### config.mk
export PLATFORM = sky130hd
export DESIGN_NAME = dq_cell
export DESIGN_NICKNAME = d
export VERILOG_FILES = /design/src/design/dq_pkg.sv /design/src/design/dq_cell.sv
export SDC_FILE = /design/constraint.sdc
export NUM_CORES = 1
export LEC_CHECK = 0
export BUFFER_PORTS_ARGS = -buffer_cell sky130_fd_sc_hd__buf_2
export CORE_ASPECT_RATIO = 0.8
export CORE_MARGIN = 2
export CORE_UTILIZATION = 38
export CTS_CLUSTER_DIAMETER = 30
export DETAILED_ROUTE_END_ITERATION = 6
export GPL_TIMING_DRIVEN = 1
export PLACE_DENSITY = 0.77
export SETUP_SLACK_MARGIN = 0.4
export SYNTH_ARGS = -nofsm -noshare
export SYNTH_HDL_FRONTEND = slang
export SYNTH_SLANG_ARGS = --single-unit
### constraint.sdc
create_clock -name clk_i -period 2.85 [get_ports clk_i]
set_input_delay 0.4275 -clock clk_i [delete_from_list [all_inputs] [get_ports clk_i]]
set_output_delay 0.4275 -clock clk_i [all_outputs]
set_load 0.02 [all_outputs]
### src/design/dq_pkg.sv
package dq_pkg;

  localparam int unsigned DEPTH  = 128;
  localparam int unsigned WORD_W = 32;
  localparam int unsigned FAN_IN = 16;

  typedef enum logic [1:0] {
    MODE_PUSH_FRONT = 2'd0,
    MODE_PUSH_REAR  = 2'd1,
    MODE_POP_FRONT  = 2'd2,
    MODE_POP_REAR   = 2'd3
  } mode_e;

  typedef enum logic [1:0] {
    STATUS_DONE  = 2'd0,
    STATUS_FULL  = 2'd1,
    STATUS_EMPTY = 2'd2
  } status_e;

  typedef enum logic [2:0] {
    CELL_HOLD,
    CELL_SHIFT_UP,
    CELL_SHIFT_DN,
    CELL_PUSH_REAR,
    CELL_DROP_REAR
  } cell_op_e;

  typedef enum logic {
    ST_IDLE,
    ST_REAR_WAIT
  } state_e;

  typedef struct packed {
    cell_op_e            op;
    logic [WORD_W-1:0]   value;
  } cell_cmd_t;

  // registered OR-tree levels needed to reduce n taps to one
  function automatic int unsigned tree_levels(input int unsigned n);
    int unsigned cnt;
    int unsigned lvl;
    cnt = n;
    lvl = 0;
    while (cnt > 1) begin
      cnt = (cnt + FAN_IN - 1) / FAN_IN;
      lvl = lvl + 1;
    end
    if (lvl == 0) begin
      lvl = 1;
    end
    return lvl;
  endfunction

endpackage

### src/design/dq_cell.sv
module dq_cell (
  input  logic                          clk_i,
  input  logic                          rst_ni,
  input  dq_pkg::cell_cmd_t             cmd_i,
  input  logic [dq_pkg::WORD_W-1:0]     prev_val_i,
  input  logic                          prev_occ_i,
  input  logic [dq_pkg::WORD_W-1:0]     next_val_i,
  input  logic                          next_occ_i,
  output logic [dq_pkg::WORD_W-1:0]     val_o,
  output logic                          occ_o,
  output logic [dq_pkg::WORD_W-1:0]     tap_o
);

  logic [dq_pkg::WORD_W-1:0] val_q, val_d;
  logic                      occ_q, occ_d;

  always_comb begin
    val_d = val_q;
    occ_d = occ_q;
    case (cmd_i.op)
      dq_pkg::CELL_SHIFT_UP: begin
        val_d = prev_val_i;
        occ_d = prev_occ_i;
      end
      dq_pkg::CELL_SHIFT_DN: begin
        val_d = next_val_i;
        occ_d = next_occ_i;
      end
      dq_pkg::CELL_PUSH_REAR: begin
        // first free cell after the occupied run takes the value
        if (!occ_q && prev_occ_i) begin
          val_d = cmd_i.value;
          occ_d = 1'b1;
        end
      end
      dq_pkg::CELL_DROP_REAR: begin
        if (occ_q && !next_occ_i) begin
          occ_d = 1'b0;
        end
      end
      default: ;
    endcase
  end

  always_ff @(posedge clk_i or negedge rst_ni) begin
    if (!rst_ni) begin
      occ_q <= 1'b0;
    end else begin
      occ_q <= occ_d;
    end
  end

  always_ff @(posedge clk_i) begin
    val_q <= val_d;
  end

  assign val_o = val_q;
  assign occ_o = occ_q;
  // nonzero only in the last occupied cell
  assign tap_o = (occ_q && !next_occ_i) ? val_q : '0;

endmodule

# Word level (Yosys, flattened, before mapping)
# Index checks and enable logic that the tools add are counted.
# classes
add_sub_neg	0
n_mul	0
n_div	0
n_lt_le_gt_ge	0
n_eq_ne	6
shifts	0
muxes	6
n_bitwise	0
n_reduce_logical	8
# ops
operator	n
32-bit case mux with 3 select lines	1
32-bit 2-to-1 mux	2
3-bit by 2-bit == test with 1-bit output, second input constant	2
2-bit inequality test, second input constant	2
1-bit case mux with 4 select lines	1
4-bit nonzero test	1
3-bit by 1-bit == test with 1-bit output, second input constant	1
3-bit == test, second input constant	1
3-bit AND reduction	1
3-bit nonzero test	1
1-bit logical AND	2
1-bit logical NOT	2
1-bit 2-to-1 mux	2
2-bit AND reduction	1
# word_totals
regBits	33
latch_bits	0
ramBits	0
rom_bits	0
input_bits	103
output_inout_bits	65
mem_count	0

# Depth between registers and ports, before layout
# Gate-level depths: netlist of the first run.
# depth
depth_word	4
depth_mapped	5
ltp_nobuf	3

# Least setup slack after synthesis of the first run
# OpenSTA, ideal clock, no wires.
# synth_path
path_type	input -> register
start	input port cmd_i[32] (netlist bit)
end	register val_q (netlist bit val_o[0]), enable pin
setup_ns	0.441
t_arrival_ns	2.538
path_slack_ns	-0.130
cell_stages	4
n_path_buf	2
cell_sequence	buf_4 > buf_4 > o21bai_1 > a31oi_1
# synth_via
elab_chain_cells	3
elab_cells_between_ends	6
# synth_rtl
element	line_no	source
from (decl)	dq_cell.sv:4	input dq_pkg::cell_cmd_t cmd_i,
3-bit by 2-bit == test with 1-bit output or 3-bit by 1-bit == test with 1-bit output (tied branches)	dq_cell.sv:20	case (cmd_i.op)
2-bit inequality test (no source line) or 3-bit nonzero test (tied branches)	-	
2-bit AND reduction (no source line) (*)	-	
to (signal assigned)	dq_cell.sv:54	val_q <= val_d;
to (decl)	dq_cell.sv:14	logic [dq_pkg::WORD_W-1:0] val_q, val_d;
# Mark *: on every way between the ends. The rest lies on a longest branch, timed or not.
# A chain may end at the register's enable or synchronous reset.

# Worst setup path after layout of the first run
# layout_path
start	register occ_q, in the netlist occ_o
end	register val_q (netlist bit val_o[25]), enable pin
# layout_via
elab_chain_cells	4
# layout_rtl
element	line_no	source
from (decl)	dq_cell.sv:15	logic occ_q, occ_d;
from (signal assigned)	dq_cell.sv:47	occ_q <= 1'b0;
from (signal assigned)	dq_cell.sv:49	occ_q <= occ_d;
1-bit logical NOT	dq_cell.sv:31	if (!occ_q && prev_occ_i) begin
1-bit logical AND	dq_cell.sv:31	
2-bit inequality test (no source line)	-	
2-bit AND reduction (no source line)	-	
# Every way passes these cells.

==> impl_metrics.json, run 1 <==
{
  "design_area_um2": 2920,
  "slowest_delay_ns": 0.88,
  "postCtsSetupBuffers": 0,
  "drt_wl_total_um": 5302,
  "clk_latency_ns": 0.27,
  "synth.yosys.warnings": 0,
  "fin_crit_sh_pct": 66.00,
  "peakVddDrop_uv": 279.1,
  "critPathMaxFanout": 32,
  "drc": 0,
  "drt-pass1-iter-count": 4,
  "rsz0062_at_grt": "no",
  "cts_tree": "done",
  "syn_area_um2": 1964,
  "crit_slowest_cell": "a31oi_4",
  "synth.area.top_cells": "edfxtp_1, mux2i_1, and2_1",
  "cts_root_buf": "clkbuf_8",
  "synth_top_area_share_pct": 48.92,
  "grt_start_max_net_pins": 39,
  "yosysSeqAreaShare_pct": 50.19,
  "fp.coreArea_um2": 5007,
  "setup_ws_ns": 0.9691,
  "path_cells": "nand2b_1 -> a31oi_4",
  "place_ws_ns": 0.8042,
  "layout-drive-gt1-share_pct": 51.57,
  "clockBufferDepth": 2,
  "final_cells": 413,
  "place_area_um2": 2828,
  "cp.depth": 2,
  "overflow": 0,
  "vias_per_cell": 4.613,
  "status": "complete, no violations",
  "final.setup.tns_ns": 0,
  "relSlewSlack_pct": 28.19,
  "crit_path_end": "val_o[25]",
  "routabilityCongestion": 0.8621,
  "syn-num-nets": 289,
  "drv_slew": 0,
  "finalSetupViolCount": 0,
  "ios": 168,
  "die_h_um": 68.31,
  "finalCriticalPeriod_ns": 1.881,
  "drtAntennaViolNets": 0,
  "r2r_end": "val_o[25]",
  "synth-seq-cells": 33,
  "port_buffers": 167,
  "grt_pass1_wl_um": 7783,
  "drt_iter0_drc": 82,
  "ys_types": 19,
  "arrival_ns": 1.78,
  "antenna_found_initial": 0,
  "cp-start-kind": "flop",
  "wl_per_cell_um": 12.84,
  "crit_type": "reg2reg",
  "synth_area_per_cell_um2": 10.56,
  "clk_pin_slew_worst_paths_ns": 0.07,
  "p_leak_nw": 1.532,
  "tightest_slew_ns": 1.077,
  "dp.cells": 404,
  "cts_sinks": 33,
  "placementRows": 23,
  "start_util_pct": 39.23,
  "die_area_um2": 5764,
  "yosys.area.top_type": "edfxtp_1",
  "hold_viol_final": 0,
  "antenna_cells": 0,
  "place_hpwl_um": 4116,
  "ff2ff_path_depth": 2,
  "worst-r2r-setup-slack_ns": 0.97,
  "cp_top_family": "compound AO/OA/AOI/OAI gates",
  "nNetsFinal": 453,
  "first_global_vias": 1739,
  "die_x_um": 84.39,
  "area_growth_syn_to_layout_pct": 48.66,
  "maxCapViolations": 0,
  "n_fill_cell": 468,
  "crit_start": "occ_o",
  "path_buf_inv": 0,
  "finClkSkew_ns": 0.003246,
  "cp-end-kind": "flop",
  "timing.fmax_mhz": 531.7,
  "cts-resized-gates": 0,
  "syn_inst": 186,
  "grtUsageTotal_pct": 17.35,
  "hold_path_class": "in2reg",
  "r2r_start": "occ_o",
  "ctsHoldBuffers": 1,
  "num_vias": 1905,
  "cellPowerDensity_nw_per_um2": 443.8,
  "h-tree-depth": 2,
  "required_ns": 2.75,
  "hold_ws_ns": 0.3762,
  "cts_inserted_buffers": 5
}
-- report_power, final --
group          total (mW)  internal [mW]  switching [mW]  leakage (nW)
registers           0.595          0.579          0.0160         0.318
logic               0.368          0.156           0.213          1.17
clock network       0.332          0.169           0.163        0.0450
-- flip-flops by register name, summed over array words and instances (netlist names) --
| signal | cells |
|---|---|
| val_o | 32 |
| occ_o | 1 |
-- layout make-up --
type | instances | area [µm²] | area share (%)
Clock inverter | 2 | 10.01 | 0.3428
Clock buffer | 6 | 72.57 | 2.485
Multi-Input combinational cell | 139 | 905.9 | 31.02
Tap cell | 62 | 77.57 | 2.656
Sequential cell | 33 | 985.9 | 33.76
Timing Repair Buffer | 171 | 868.3 | 29.73
-- worst register-to-register path: cells and delay by family, from the launching register on --
kind / cells / cell delay, ns
and+or+nand+nor: 1 / 0.19
DFF: 1 / 0.42
AOI/OAI and AO/OA: 1 / 0.88
-- placed cells by master (no fill, tap or decap) --
| master | netlist | routed |
|---|---|---|
| nor2_1 | 1 | 1 |
| dfrtp_1 | 1 | 1 |
| o21bai_1 | 1 | 1 |
| edfxtp_1 | 32 | 32 |
| dlygate4sd3_1 | 0 | 1 |
| nor2b_2 | 0 | 1 |
| clkbuf_1 | 1 | 1 |
| nand2b_2 | 0 | 1 |
| o21ai_1 | 32 | 32 |
| nand2b_1 | 2 | 1 |
| nand2_1 | 32 | 32 |
| mux2_1 | 1 | 1 |
| or4b_1 | 1 | 1 |
| clkinv_2 | 0 | 2 |
| buf_2 | 8 | 167 |
| a31oi_4 | 0 | 1 |
| mux2i_1 | 32 | 32 |
| and2_1 | 32 | 32 |
| buf_4 | 2 | 3 |
| o31ai_1 | 2 | 2 |
| a211oi_2 | 1 | 1 |
| clkbuf_8 | 0 | 5 |
-- through the flow --
| step | power, mW | utilization (%) |
|---|---|---|
| floorplan | 0.8248 | - |
| global placement | 0.9659 | 56.47 |
| detailed placement | 0.9786 | 56.47 |
| CTS | 1.316 | 58.32 |
| global route | 1.374 | 58.32 |
| finish | 1.296 | 58.32 |
-- layer usage --
metal	wire length, µm	up-vias	GRT usage, %
li1	-	983	-
met1	2105	836	19.34
met2	2779	81	33.23
met3	368	5	4.222
met4	48	0	5.754
met5	0	-	0
-- Yosys cell counts --
| cell | count |
|---|---|
| a211oi_2 | 1 |
| mux2_1 | 1 |
| dfrtp_1 | 1 |
| o21bai_1 | 1 |
| buf_6 | 3 |
| mux2i_1 | 32 |
| buf_2 | 8 |
| o21ai_1 | 32 |
| a31oi_1 | 1 |
| nor2_1 | 1 |
| buf_4 | 2 |
| or4b_1 | 1 |
| nand2_1 | 32 |
| edfxtp_1 | 32 |
| and2_1 | 32 |
| nand2b_1 | 2 |
| nor2b_1 | 1 |
| o31ai_1 | 2 |
| clkbuf_1 | 1 |
-- worst min path at each step --
stage	from	endpoint	slack (ns)	cells past startpoint
detailed placement	rst_ni	occ_o	0.21	1
global placement	rst_ni	occ_o	0.20	1
finish	cmd_i[34]	occ_o	0.38	2
floorplan	rst_ni	occ_o	0.13	0
global route	cmd_i[34]	occ_o	0.38	2
CTS	cmd_i[34]	occ_o	0.36	2
-- logic make-up after synthesis --
| logic type | after synthesis | synth area share, % |
|---|---|---|
| AOI/OAI and AO/OA | 37 | 10.25 |
| buffers and inverters | 14 | 4.713 |
| DFF | 33 | 50.19 |
| muxes | 33 | 16.88 |
| and+or+nand+nor | 69 | 17.96 |
Note: power is estimated with default switching activity, not from simulation.
==> run 2: changes to the inputs <==
==> constraint.sdc (replaced) <==
create_clock -name clk_i -period 1.9 [get_ports clk_i]
set_input_delay 0.285 -clock clk_i [delete_from_list [all_inputs] [get_ports clk_i]]
set_output_delay 0.285 -clock clk_i [all_outputs]
set_load 0.02 [all_outputs]
==> impl_metrics.json, run 2 (synthesized netlist as in run 1, its figures left out) <==
{
  "first_global_vias": 1912,
  "cts_root_buf": "clkbuf_8",
  "routabilityCongestion": 0.7402,
  "finClkSkew_ns": 0.003359,
  "die_x_um": 84.39,
  "antenna_cells": 0,
  "die_h_um": 68.31,
  "clk_latency_ns": 0.27,
  "final_util_pct": 64.79,
  "layout_commonest_cell": "buf_2",
  "drt-pass1-iter-count": 4,
  "drc": 0,
  "status": "complete, no violations",
  "relSlewSlack_pct": 77.68,
  "ios": 168,
  "power_mw": 2.050,
  "drtAntennaViolNets": 0,
  "hold_path_class": "in2reg",
  "r2r_start": "occ_o",
  "cp-start-kind": "flop",
  "fin_crit_sh_pct": 82.87,
  "crit_type": "reg2out",
  "crit_start": "occ_o",
  "critPathMaxFanout": 9,
  "multi_input_area_um2": 973.4,
  "port_buffers": 167,
  "place_hpwl_um": 4169,
  "dr_wl_met3_um": 459,
  "tightest_slew_ns": 0.3348,
  "finalCriticalPeriod_ns": 1.575,
  "worst-r2r-setup-slack_ns": 0.47,
  "h-tree-depth": 2,
  "num_vias": 2009,
  "worstHoldStart": "cmd_i[34]",
  "cellPowerDensity_nw_per_um2": 632.0,
  "clk_pin_slew_worst_paths_ns": 0.06,
  "required_ns": 1.62,
  "hold_viol_final": 0,
  "die_area_um2": 5764,
  "overflow": 0,
  "rsz0062_at_grt": "yes",
  "maxCapViolations": 0,
  "wirelength_met1_um": 2231,
  "placementRows": 23,
  "n_fill_cell": 406,
  "drt_wl_total_um": 5836,
  "peakVddDrop_uv": 385.6,
  "routed-wl-met2_um": 3100,
  "cts_sinks": 33,
  "drt_iter0_drc": 54,
  "antenna_found_initial": 0,
  "area_growth_syn_to_layout_pct": 65.16,
  "highest_layer": "met4",
  "wl_per_cell_um": 13.86,
  "largest_reg_flops": 32,
  "cts_tree": "done",
  "clockBufferDepth": 2,
  "grt_start_max_net_pins": 33,
  "p_leak_nw": 1.640,
  "drv_slew": 0,
  "grt_pass1_wl_um": 8521,
  "vias_per_cell": 4.772,
  "arrival_ns": 1.29,
  "seqCellArea_um2": 987.2,
  "nNetsFinal": 462,
  "start_util_pct": 39.23,
  "layout-drive-gt1-share_pct": 56.55,
  "layout_common_cells": "buf_2, mux2i_1, nand2_1, o21ai_1, edfxtp_1",
  "grtUsageTotal_pct": 19.52,
  "fp.coreArea_um2": 5007,
  "finalSetupViolCount": 0,
  "cp-end-kind": "primary output",
  "timing.fmax_mhz": 635.1,
  "cts_inserted_buffers": 5
}
==> run 2: cell types whose count changed in the layout (fill, tap and decap cells not counted), sizes merged <==
| cell | delta |
|---|---|
| nor2b | +1 |
| buf | +8 |
| clkinv | -1 |
==> run 2: area by class of cell <==
| cell class | instances | share of cell area [%] |
|---|---|---|
| Tap cell | 62 | 2.391 |
| Timing Repair Buffer | 179 | 34.82 |
| Multi-Input combinational cell | 140 | 30.00 |
| Clock inverter | 1 | 0.1157 |
| Sequential cell | 33 | 30.43 |
| Clock buffer | 6 | 2.237 |
==> run 2: power breakdown <==
group | switching, mW | internal, mW
logic | 0.352 | 0.335
registers | 0.0281 | 0.870
clock network | 0.219 | 0.246
==> run 2: routing by layer <==
layer / vias to the layer above / global-route usage (%)
met5: - / 0
met4: 0 / 6.151
met3: 4 / 5.187
met2: 102 / 37.90
met1: 901 / 21.23
li1: 1002 / -
==> run 2: worst max-delay path, cell delays in order, from the launching register on <==
cell and delay, ns:
dfrtp_2 0.43, nor2b_4 0.14, buf_6 0.14, and2_1 0.16, buf_4 0.15
==> run 2: worst paths after layout <==
path | endpoint | cells after the start
max | tap_o[19] | 4
max reg2reg | val_o[21] | 4
min | occ_o | 2
min reg2reg | occ_o | 3
min in group asynchronous | occ_o | 2
max in group asynchronous | occ_o | 2
==> run 2: what timing repair did <==
item,CTS,global route
hold buffers,1,0
hold endpoints to repair,1,0
endpoints found under the setup margin,32,51
pin swaps,9,3
setup buffers,5,0
gates resized for setup,62,4
cloned,1,0
==> run 2: through the flow <==
stage          setup WS, ns  setup TNS (ns)  hold slack, ns  cells  cell area (µm²)
6_report             0.3255               0          0.2370    421             3244
5_1_grt              0.2638               0          0.2382    421             3244
3_5_place_dp       -0.01503        -0.05153         0.06041    407             2895
2_1_floorplan        0.2606               0        -0.01059    186             2024
4_1_cts              0.3177               0          0.2282    421             3233
3_3_place_gp        0.05534               0         0.06055    407             2895
